[config.mk]
export PLATFORM = sky130hd
export DESIGN_NAME = setpoint_ramp_limiter_top
export DESIGN_NICKNAME = d
export VERILOG_FILES = /design/src/rtl/srl_pkg.sv /design/src/rtl/setpoint_ramp_limiter_top.sv /design/src/rtl/srl_csr.sv /design/src/rtl/srl_step.sv
export SDC_FILE = /design/constraint.sdc
export NUM_CORES = 1
export LEC_CHECK = 0
export ABC_AREA = 0
export BUFFER_PORTS_ARGS = -buffer_cell sky130_fd_sc_hd__clkbuf_2
export CAP_MARGIN = 20
export CELL_PAD_IN_SITES_DETAIL_PLACEMENT = 0
export CELL_PAD_IN_SITES_GLOBAL_PLACEMENT = 1
export CORE_MARGIN = 5
export CORE_UTILIZATION = 40
export CTS_CLUSTER_DIAMETER = 50
export DETAILED_ROUTE_END_ITERATION = 12
export PLACE_DENSITY = 0.68
export SYNTH_ARGS = -nofsm -noshare
export SYNTH_HDL_FRONTEND = slang
export SYNTH_HIERARCHICAL = 1
export SYNTH_SLANG_ARGS = --single-unit
[constraint.sdc]
create_clock -name clock -period 5.6 [get_ports clock]
set_input_delay 0.28 -clock clock [delete_from_list [all_inputs] [get_ports clock]]
set_output_delay 0.28 -clock clock [all_outputs]
set_load 0.03 [all_outputs]
[src/rtl/srl_pkg.sv]
// Shared definitions for the setpoint ramp limiter.
// Holds the configuration register indexes and the delay counter width.
// No dependencies.
package srl_pkg;

   // Configuration register index
   typedef logic [1:0] csr_index_type;

   localparam csr_index_type REG_STEP_SIZE   = 2'd0;
   localparam csr_index_type REG_DELAY_LIMIT = 2'd1;
   localparam csr_index_type REG_LOWER_CLAMP = 2'd2;
   localparam csr_index_type REG_UPPER_CLAMP = 2'd3;

   // The delay counter and its limit are always 16 bits wide
   localparam int CNT_WIDTH = 16;

   typedef logic [CNT_WIDTH-1:0] count_type;

   localparam count_type CNT_MAX = '1;

endpackage

[src/rtl/setpoint_ramp_limiter_top.sv]
// Setpoint ramp limiter, top level: input register, step logic, result register.
// Depends on srl_pkg, srl_csr and srl_step.
//
// Each accepted item carries a target value and yields exactly one result item:
// the setpoint after this tick and the at-target flag. The block accepts one
// item per clock cycle while the result is not stalled; the item waits in the
// input register until the result register is free, then the step logic loads
// the result register, which offers the result. The rate is set by the loop
// from the setpoint register through the gap compare, step add and clamp back
// into the setpoint register. A stalled result holds the item in the input
// register; once both are full, the input is ready only in cycles where the
// result is taken.
// Configuration registers are written through the csr_ port and take effect
// for items processed after the write.
module setpoint_ramp_limiter_top
   import srl_pkg::*;
#(
   parameter int VALUE_WIDTH = 16
) (
   input  logic                                    clock,
   input  logic                                    reset,
   input  logic                                    req_valid,
   output logic                                    req_ready,
   input  logic signed [VALUE_WIDTH-1:0]           req_target_in,
   output logic                                    rsp_valid,
   input  logic                                    rsp_ready,
   output logic signed [VALUE_WIDTH-1:0]           rsp_setpoint_out,
   output logic                                    rsp_at_target,
   input  logic                                    csr_wr_en,
   input  csr_index_type                           csr_index,
   input  logic [((VALUE_WIDTH > CNT_WIDTH) ? VALUE_WIDTH : CNT_WIDTH)-1:0] csr_wdata
);

   localparam int CSR_WIDTH = (VALUE_WIDTH > CNT_WIDTH) ? VALUE_WIDTH : CNT_WIDTH;

   logic [VALUE_WIDTH-2:0]        step_size;
   count_type                     delay_limit;
   logic signed [VALUE_WIDTH-1:0] lower_clamp;
   logic signed [VALUE_WIDTH-1:0] upper_clamp;

   logic                          in_valid_ff;
   logic                          in_valid_in;
   logic signed [VALUE_WIDTH-1:0] target_ff;

   logic                          out_valid_ff;
   logic                          out_valid_in;
   logic signed [VALUE_WIDTH-1:0] setpoint_ff;
   logic signed [VALUE_WIDTH-1:0] setpoint_in;
   count_type                     delay_count_ff;
   count_type                     delay_count_in;
   logic                          equal_mark_ff;
   logic                          equal_mark_in;

   logic                          advance;
   logic                          req_fire;

   // Configuration registers
   srl_csr #(
      .VALUE_WIDTH (VALUE_WIDTH),
      .CSR_WIDTH   (CSR_WIDTH)
   ) u_csr (
      .clock       (clock),
      .reset       (reset),
      .csr_wr_en   (csr_wr_en),
      .csr_index   (csr_index),
      .csr_wdata   (csr_wdata),
      .step_size   (step_size),
      .delay_limit (delay_limit),
      .lower_clamp (lower_clamp),
      .upper_clamp (upper_clamp)
   );

   // Flow control: the held item moves on when the result register is free.
   assign advance   = in_valid_ff && (!out_valid_ff || rsp_ready);
   assign req_ready = !in_valid_ff || advance;
   assign req_fire  = req_valid && req_ready;

   assign in_valid_in  = req_fire ? 1'b1 : (advance ? 1'b0 : in_valid_ff);
   assign out_valid_in = advance ? 1'b1 : ((out_valid_ff && rsp_ready) ? 1'b0 : out_valid_ff);

   // Input register
   always_ff @(posedge clock) begin
      if (reset) begin
         in_valid_ff <= 1'b0;
      end else begin
         in_valid_ff <= in_valid_in;
      end
   end

   always_ff @(posedge clock) begin
      if (req_fire) begin
         target_ff <= req_target_in;
      end
   end

   // Step logic for the item in the input register
   srl_step #(
      .VALUE_WIDTH (VALUE_WIDTH)
   ) u_step (
      .target           (target_ff),
      .setpoint         (setpoint_ff),
      .delay_count      (delay_count_ff),
      .equal_mark       (equal_mark_ff),
      .step_size        (step_size),
      .delay_limit      (delay_limit),
      .lower_clamp      (lower_clamp),
      .upper_clamp      (upper_clamp),
      .setpoint_next    (setpoint_in),
      .delay_count_next (delay_count_in),
      .equal_mark_next  (equal_mark_in)
   );

   // Result register. The ramp state is only updated when an item moves into
   // it, so the state registers also serve as the result payload.
   always_ff @(posedge clock) begin
      if (reset) begin
         out_valid_ff   <= 1'b0;
         setpoint_ff    <= '0;
         delay_count_ff <= '0;
         equal_mark_ff  <= 1'b0;
      end else begin
         out_valid_ff <= out_valid_in;
         if (advance) begin
            setpoint_ff    <= setpoint_in;
            delay_count_ff <= delay_count_in;
            equal_mark_ff  <= equal_mark_in;
         end
      end
   end

   assign rsp_valid        = out_valid_ff;
   assign rsp_setpoint_out = setpoint_ff;
   assign rsp_at_target    = equal_mark_ff;

endmodule

[src/rtl/srl_csr.sv]
// Configuration registers of the setpoint ramp limiter.
// Depends on srl_pkg for register indexes and the counter type.
module srl_csr
   import srl_pkg::*;
#(
   parameter int VALUE_WIDTH = 16,
   parameter int CSR_WIDTH   = 16
) (
   input  logic                          clock,
   input  logic                          reset,
   input  logic                          csr_wr_en,
   input  csr_index_type                 csr_index,
   input  logic [CSR_WIDTH-1:0]          csr_wdata,
   output logic [VALUE_WIDTH-2:0]        step_size,
   output count_type                     delay_limit,
   output logic signed [VALUE_WIDTH-1:0] lower_clamp,
   output logic signed [VALUE_WIDTH-1:0] upper_clamp
);

   logic [VALUE_WIDTH-2:0]        step_size_ff;
   count_type                     delay_limit_ff;
   logic signed [VALUE_WIDTH-1:0] lower_clamp_ff;
   logic signed [VALUE_WIDTH-1:0] upper_clamp_ff;

   // Register writes; each register takes the low bits of the write data.
   always_ff @(posedge clock) begin
      if (reset) begin
         step_size_ff   <= {{(VALUE_WIDTH-2){1'b0}}, 1'b1};
         delay_limit_ff <= '0;
         lower_clamp_ff <= {1'b1, {(VALUE_WIDTH-1){1'b0}}};
         upper_clamp_ff <= {1'b0, {(VALUE_WIDTH-1){1'b1}}};
      end else if (csr_wr_en) begin
         case (csr_index)
            REG_STEP_SIZE:   step_size_ff   <= csr_wdata[VALUE_WIDTH-2:0];
            REG_DELAY_LIMIT: delay_limit_ff <= csr_wdata[CNT_WIDTH-1:0];
            REG_LOWER_CLAMP: lower_clamp_ff <= csr_wdata[VALUE_WIDTH-1:0];
            REG_UPPER_CLAMP: upper_clamp_ff <= csr_wdata[VALUE_WIDTH-1:0];
            default: ;
         endcase
      end
   end

   assign step_size   = step_size_ff;
   assign delay_limit = delay_limit_ff;
   assign lower_clamp = lower_clamp_ff;
   assign upper_clamp = upper_clamp_ff;

endmodule

[src/rtl/srl_step.sv]
// Next-state logic of the setpoint ramp limiter for one item.
// Depends on srl_pkg for the counter type and its maximum value.
module srl_step
   import srl_pkg::*;
#(
   parameter int VALUE_WIDTH = 16
) (
   input  logic signed [VALUE_WIDTH-1:0] target,
   input  logic signed [VALUE_WIDTH-1:0] setpoint,
   input  count_type                     delay_count,
   input  logic                          equal_mark,
   input  logic [VALUE_WIDTH-2:0]        step_size,
   input  count_type                     delay_limit,
   input  logic signed [VALUE_WIDTH-1:0] lower_clamp,
   input  logic signed [VALUE_WIDTH-1:0] upper_clamp,
   output logic signed [VALUE_WIDTH-1:0] setpoint_next,
   output count_type                     delay_count_next,
   output logic                          equal_mark_next
);

   localparam int WIDE = VALUE_WIDTH + 1;

   logic signed [WIDE-1:0] target_w;
   logic signed [WIDE-1:0] setpoint_w;
   logic signed [WIDE-1:0] step_w;
   logic signed [WIDE-1:0] gap;
   logic signed [WIDE-1:0] gap_mag;
   logic signed [WIDE-1:0] down_sum;
   logic signed [WIDE-1:0] up_sum;
   logic signed [VALUE_WIDTH-1:0] down_value;
   logic signed [VALUE_WIDTH-1:0] up_value;
   logic                   gap_neg;
   logic                   gap_zero;
   logic                   ramping;
   logic                   move_down;
   count_type              count_inc;
   logic                   fire;

   // Widen the operands to VALUE_WIDTH+1 bits so that the gap and the sums cannot wrap.
   assign target_w   = {target[VALUE_WIDTH-1], target};
   assign setpoint_w = {setpoint[VALUE_WIDTH-1], setpoint};
   assign step_w     = {2'b00, step_size};

   assign gap      = target_w - setpoint_w;
   assign gap_neg  = gap[WIDE-1];
   assign gap_zero = (gap == '0);
   assign gap_mag  = gap_neg ? -gap : gap;
   assign ramping  = !gap_zero && (gap_mag >= step_w);

   // Direction of a step, with the reverse branches of each side kept in.
   assign move_down = gap_neg ? (target <= setpoint) : !(target >= setpoint);

   // Stepped values, each clamped on its own side only.
   assign down_sum   = setpoint_w - step_w;
   assign up_sum     = setpoint_w + step_w;
   assign down_value = (down_sum < $signed({lower_clamp[VALUE_WIDTH-1], lower_clamp}))
                       ? lower_clamp : down_sum[VALUE_WIDTH-1:0];
   assign up_value   = (up_sum >= $signed({upper_clamp[VALUE_WIDTH-1], upper_clamp}))
                       ? upper_clamp : up_sum[VALUE_WIDTH-1:0];

   // Saturating delay prescaler; a step is due once the count reaches the limit.
   assign count_inc = (delay_count == CNT_MAX) ? delay_count : delay_count + 1'b1;
   assign fire      = (count_inc >= delay_limit);

   // Update of setpoint, delay count and equal mark.
   always_comb begin
      setpoint_next    = setpoint;
      delay_count_next = delay_count;
      equal_mark_next  = equal_mark;
      if (ramping) begin
         equal_mark_next = 1'b0;
         if (fire) begin
            delay_count_next = '0;
            setpoint_next    = move_down ? down_value : up_value;
         end else begin
            delay_count_next = count_inc;
         end
      end else if (!gap_zero) begin
         equal_mark_next = 1'b1;
      end
   end

endmodule

==> results.yml <==
status:
  outcome: "complete, no violations"
timing:
  maxSlewViolCount: 0
  relSlewSlack: 0.2885
  fmax_ghz: 0.1905
  fin_ws_ns: 0.3510
  tightest_slew_ns: 1.067
  fin_crit_sh: 0.9373
  clock_skew_ns: 0.01315
  final.setup.tns_ns: 0
  hold_viol: 0
  setup_viol: 0
  fin_crit_ns: 5.249
floorplanning:
  io_pins: 58
  start_util: 0.4058
  die_area_sq_mm: 0.02885
  die_w_um: 169.8
  rows: 58
  die_y_um: 169.8
  coreArea_sq_mm: 0.02518
synthesis:
  synth_compound_area_frac: 0.1503
  synth.distinct_cells: 79
  syn_nets: 1371
  synthTopCellsByArea: "dfxtp_1 19%, ha_1 14%, mux2i_1 11%"
  synthDominantCellAreaShare: 0.1920
  synthXorXnorAreaFrac: 0.04971
  yosysWarnings: 6
  synth_top_flop_cell: "dfxtp_1"
  synth_largest_area_cell: "dfxtp_1"
  seq_area_frac_synth: 0.2390
  synthArstFlopShare: 0
  synthAdderAreaFrac: 0.1442
  synth_edf_count: 16
  netlist_instances: 1216
  synthMuxAreaShare: 0.1251
  ys_seq_elements: 114
  synth_area_per_cell_sq_um: 8.404
  synth_top_family_by_area: "simple AND/OR/NAND/NOR gates"
  syn_area_sq_mm: 0.01022
  yosys.area_share.simple: 0.2250
finish:
  drive_gt1_frac: 0.1352
  fin_nets: 1436
  fin_cells: 1624
  layout_commonest_cell: "nand2b_1"
  n_antenna_cell: 0
  area_growth_pct: 13.64
  mostFrequentLayoutCells: "143 x nand2b_1, 113 x ha_1, 112 x mux2i_1"
  finalInstanceArea_sq_mm: 0.01161
placed_design:
  dp_cells: 1578
  gp_congestion: 0.8466
  place_area_sq_mm: 0.01088
  place_hpwl_um: 21210
  preCtsSetupSlack_ns: 0.05907
  portBuffers: 57
route:
  routed_wl_um: 27370
  ant_nets: 0
  drt_first_iter_violations: 534
  drc_errors: 0
  wl_per_cell_um: 16.85
  viasPerCell: 5.172
  routed-via-count: 8400
  drt_first_pass_iters: 5
setup_path:
  crit_path_end_kind: "flop"
  worstSetupStartpointType: "flop"
  cp.arrival_ns: 5.59
  critPathBufInv: 3
  crit_slowest_cell: "a2111oi_2"
  crit_fanout: 8
  max_stage_delay_ns: 0.42
  critPathKind: "flop to flop"
  cp_top_family: "compound AO/OA/AOI/OAI gates"
  required_ns: 5.94
clocking:
  numCtsBuffers: 17
  cts_buffer_depth: 2
  cts_tree: "built"
  clock_sinks: 114
  cts_max_level: 4
  worstSkewPairLatency_ns: 0.42
  hold_buffers: 0
  clkTransAtPathRegs_ns: 0.06
  root_buffer: "clkbuf_16"
flow_run:
  cap_viol_max_count: 0
global_route:
  antenna_found_initial: 0
  grt.overflow.total: 0
  grt_use_total: 0.1885
  grt_max_degree: 93
  grt_pass1_wl_um: 42890
  grt_pass1_vias: 7931
pwr:
  p_leak_nw: 5.001
  total_power_mw: 3.431
  powerDensity_mw_per_mm2: 295.4
  ir_drop_mv: 0.1666
worst_hold_path:
  min_path_type: "input port to flop"
==> per-layer routing <==
metal / vias to the layer above / track usage / part of all wire
li1: 4364 / - / -
met5: - / 0 / 0
met1: 3894 / 0.2443 / 0.47
met3: 37 / 0.02718 / 0.026
met2: 105 / 0.3192 / 0.48
met4: 0 / 0.06895 / 0.026
==> synth_stat cells, drive strengths merged, types with 5 or more instances <==
library cell / instances
o211ai: 13
nor2b: 20
o31ai: 10
a31oi: 8
buf: 21
mux2i: 112
dfxtp: 98
nand4: 12
xor2: 24
nor3b: 10
edfxtp: 16
nand3: 12
ha: 113
o21a: 9
and3: 10
nand2b: 144
o21bai: 9
clkbuf: 32
mux2: 14
or3: 6
nor2: 104
a21o: 20
inv: 98
a211oi: 9
a21oi: 72
or2: 13
nand2: 47
o21ai: 42
nor3: 18
xnor2: 34
nand3b: 5
==> power breakdown <==
group / internal, mW / switching, mW
combinational: 0.607 / 0.798
sequential: 0.864 / 0.0272
clock: 0.706 / 0.427
total: 2.18 / 1.25
==> area by class of cell <==
| class | instances | area (sq um) |
|---|---|---|
| tap | 330 | 412.9 |
| sequential | 114 | 2442 |
| multi-input combinational | 951 | 7158 |
| clock buffer | 21 | 481.7 |
| fill | 2511 | 13570 |
| clock inverter | 11 | 126.4 |
| timing repair buffer | 98 | 620.6 |
| inverter | 99 | 371.6 |
==> per-stage QoR <==
stage | util | hold WS, ns
final | 0.4612 | 0.03191
after global routing | 0.4612 | 0.01423
after CTS | 0.4560 | 0.004528
after detailed placement | 0.4319 | 0.4591
after global placement | 0.4319 | 0.4571
after floorplan | - | 0.3789
==> registers in the layout (all words and copies together), names as in the netlist <==
register	cells
rsp_valid	1
delay_count_ff	16
u_csr/upper_clamp	16
rsp_setpoint_out	16
u_csr/delay_limit	16
u_csr/lower_clamp	16
rsp_at_target	1
in_valid_ff	1
u_csr/step_size	15
target_ff	16
==> repair_timing <==
item	4_1_cts	5_1_grt
resized for setup	0	6
setup buffers	0	13
setup endpoints to repair	0	32
==> worst paths after layout <==
check                                            from                     to  slack, ns  depth (start not counted)
worst max-delay path                     target_ff[0]    rsp_setpoint_out[4]       0.35                         26
worst max register to register           target_ff[0]    rsp_setpoint_out[4]       0.35                         26
worst min register to register  u_csr/delay_limit[15]  u_csr/delay_limit[15]       0.47                          2
worst min-delay path                 req_target_in[4]           target_ff[4]       0.03                          1
==> worst register-to-register path: stages, from the launching register on <==
cell	delay, ns
edfxtp_1	0.33
inv_1	0.05
ha_1	0.21
fa_1	0.40
nor2b_1	0.19
o21a_1	0.19
o31ai_2	0.11
a2111oi_2	0.42
nor3_2	0.12
a21oi_4	0.27
buf_4	0.19
nor2_1	0.05
xor2_1	0.14
ha_1	0.30
nand3_1	0.13
nor2_1	0.06
a21o_1	0.18
nor3_1	0.22
a31oi_2	0.17
nor4b_2	0.24
a21oi_1	0.11
a2bb2oi_2	0.25
nand2b_4	0.26
buf_4	0.18
mux2i_1	0.20
nand2b_1	0.07
mux2i_1	0.12
==> cell families (layout without fill, tap and decap cells) <==
| kind of cell | after synthesis | count (layout) |
|---|---|---|
| xor gates and xnor gates | 58 | 58 |
| DFF | 114 | 114 |
| adders and majority gates | 116 | 116 |
| and+or+nand+nor | 417 | 418 |
| buffers and inverters | 152 | 229 |
| muxes | 126 | 126 |
| AOI/OAI and AO/OA | 233 | 233 |
Note: power is estimated with default switching activity, not from simulation.
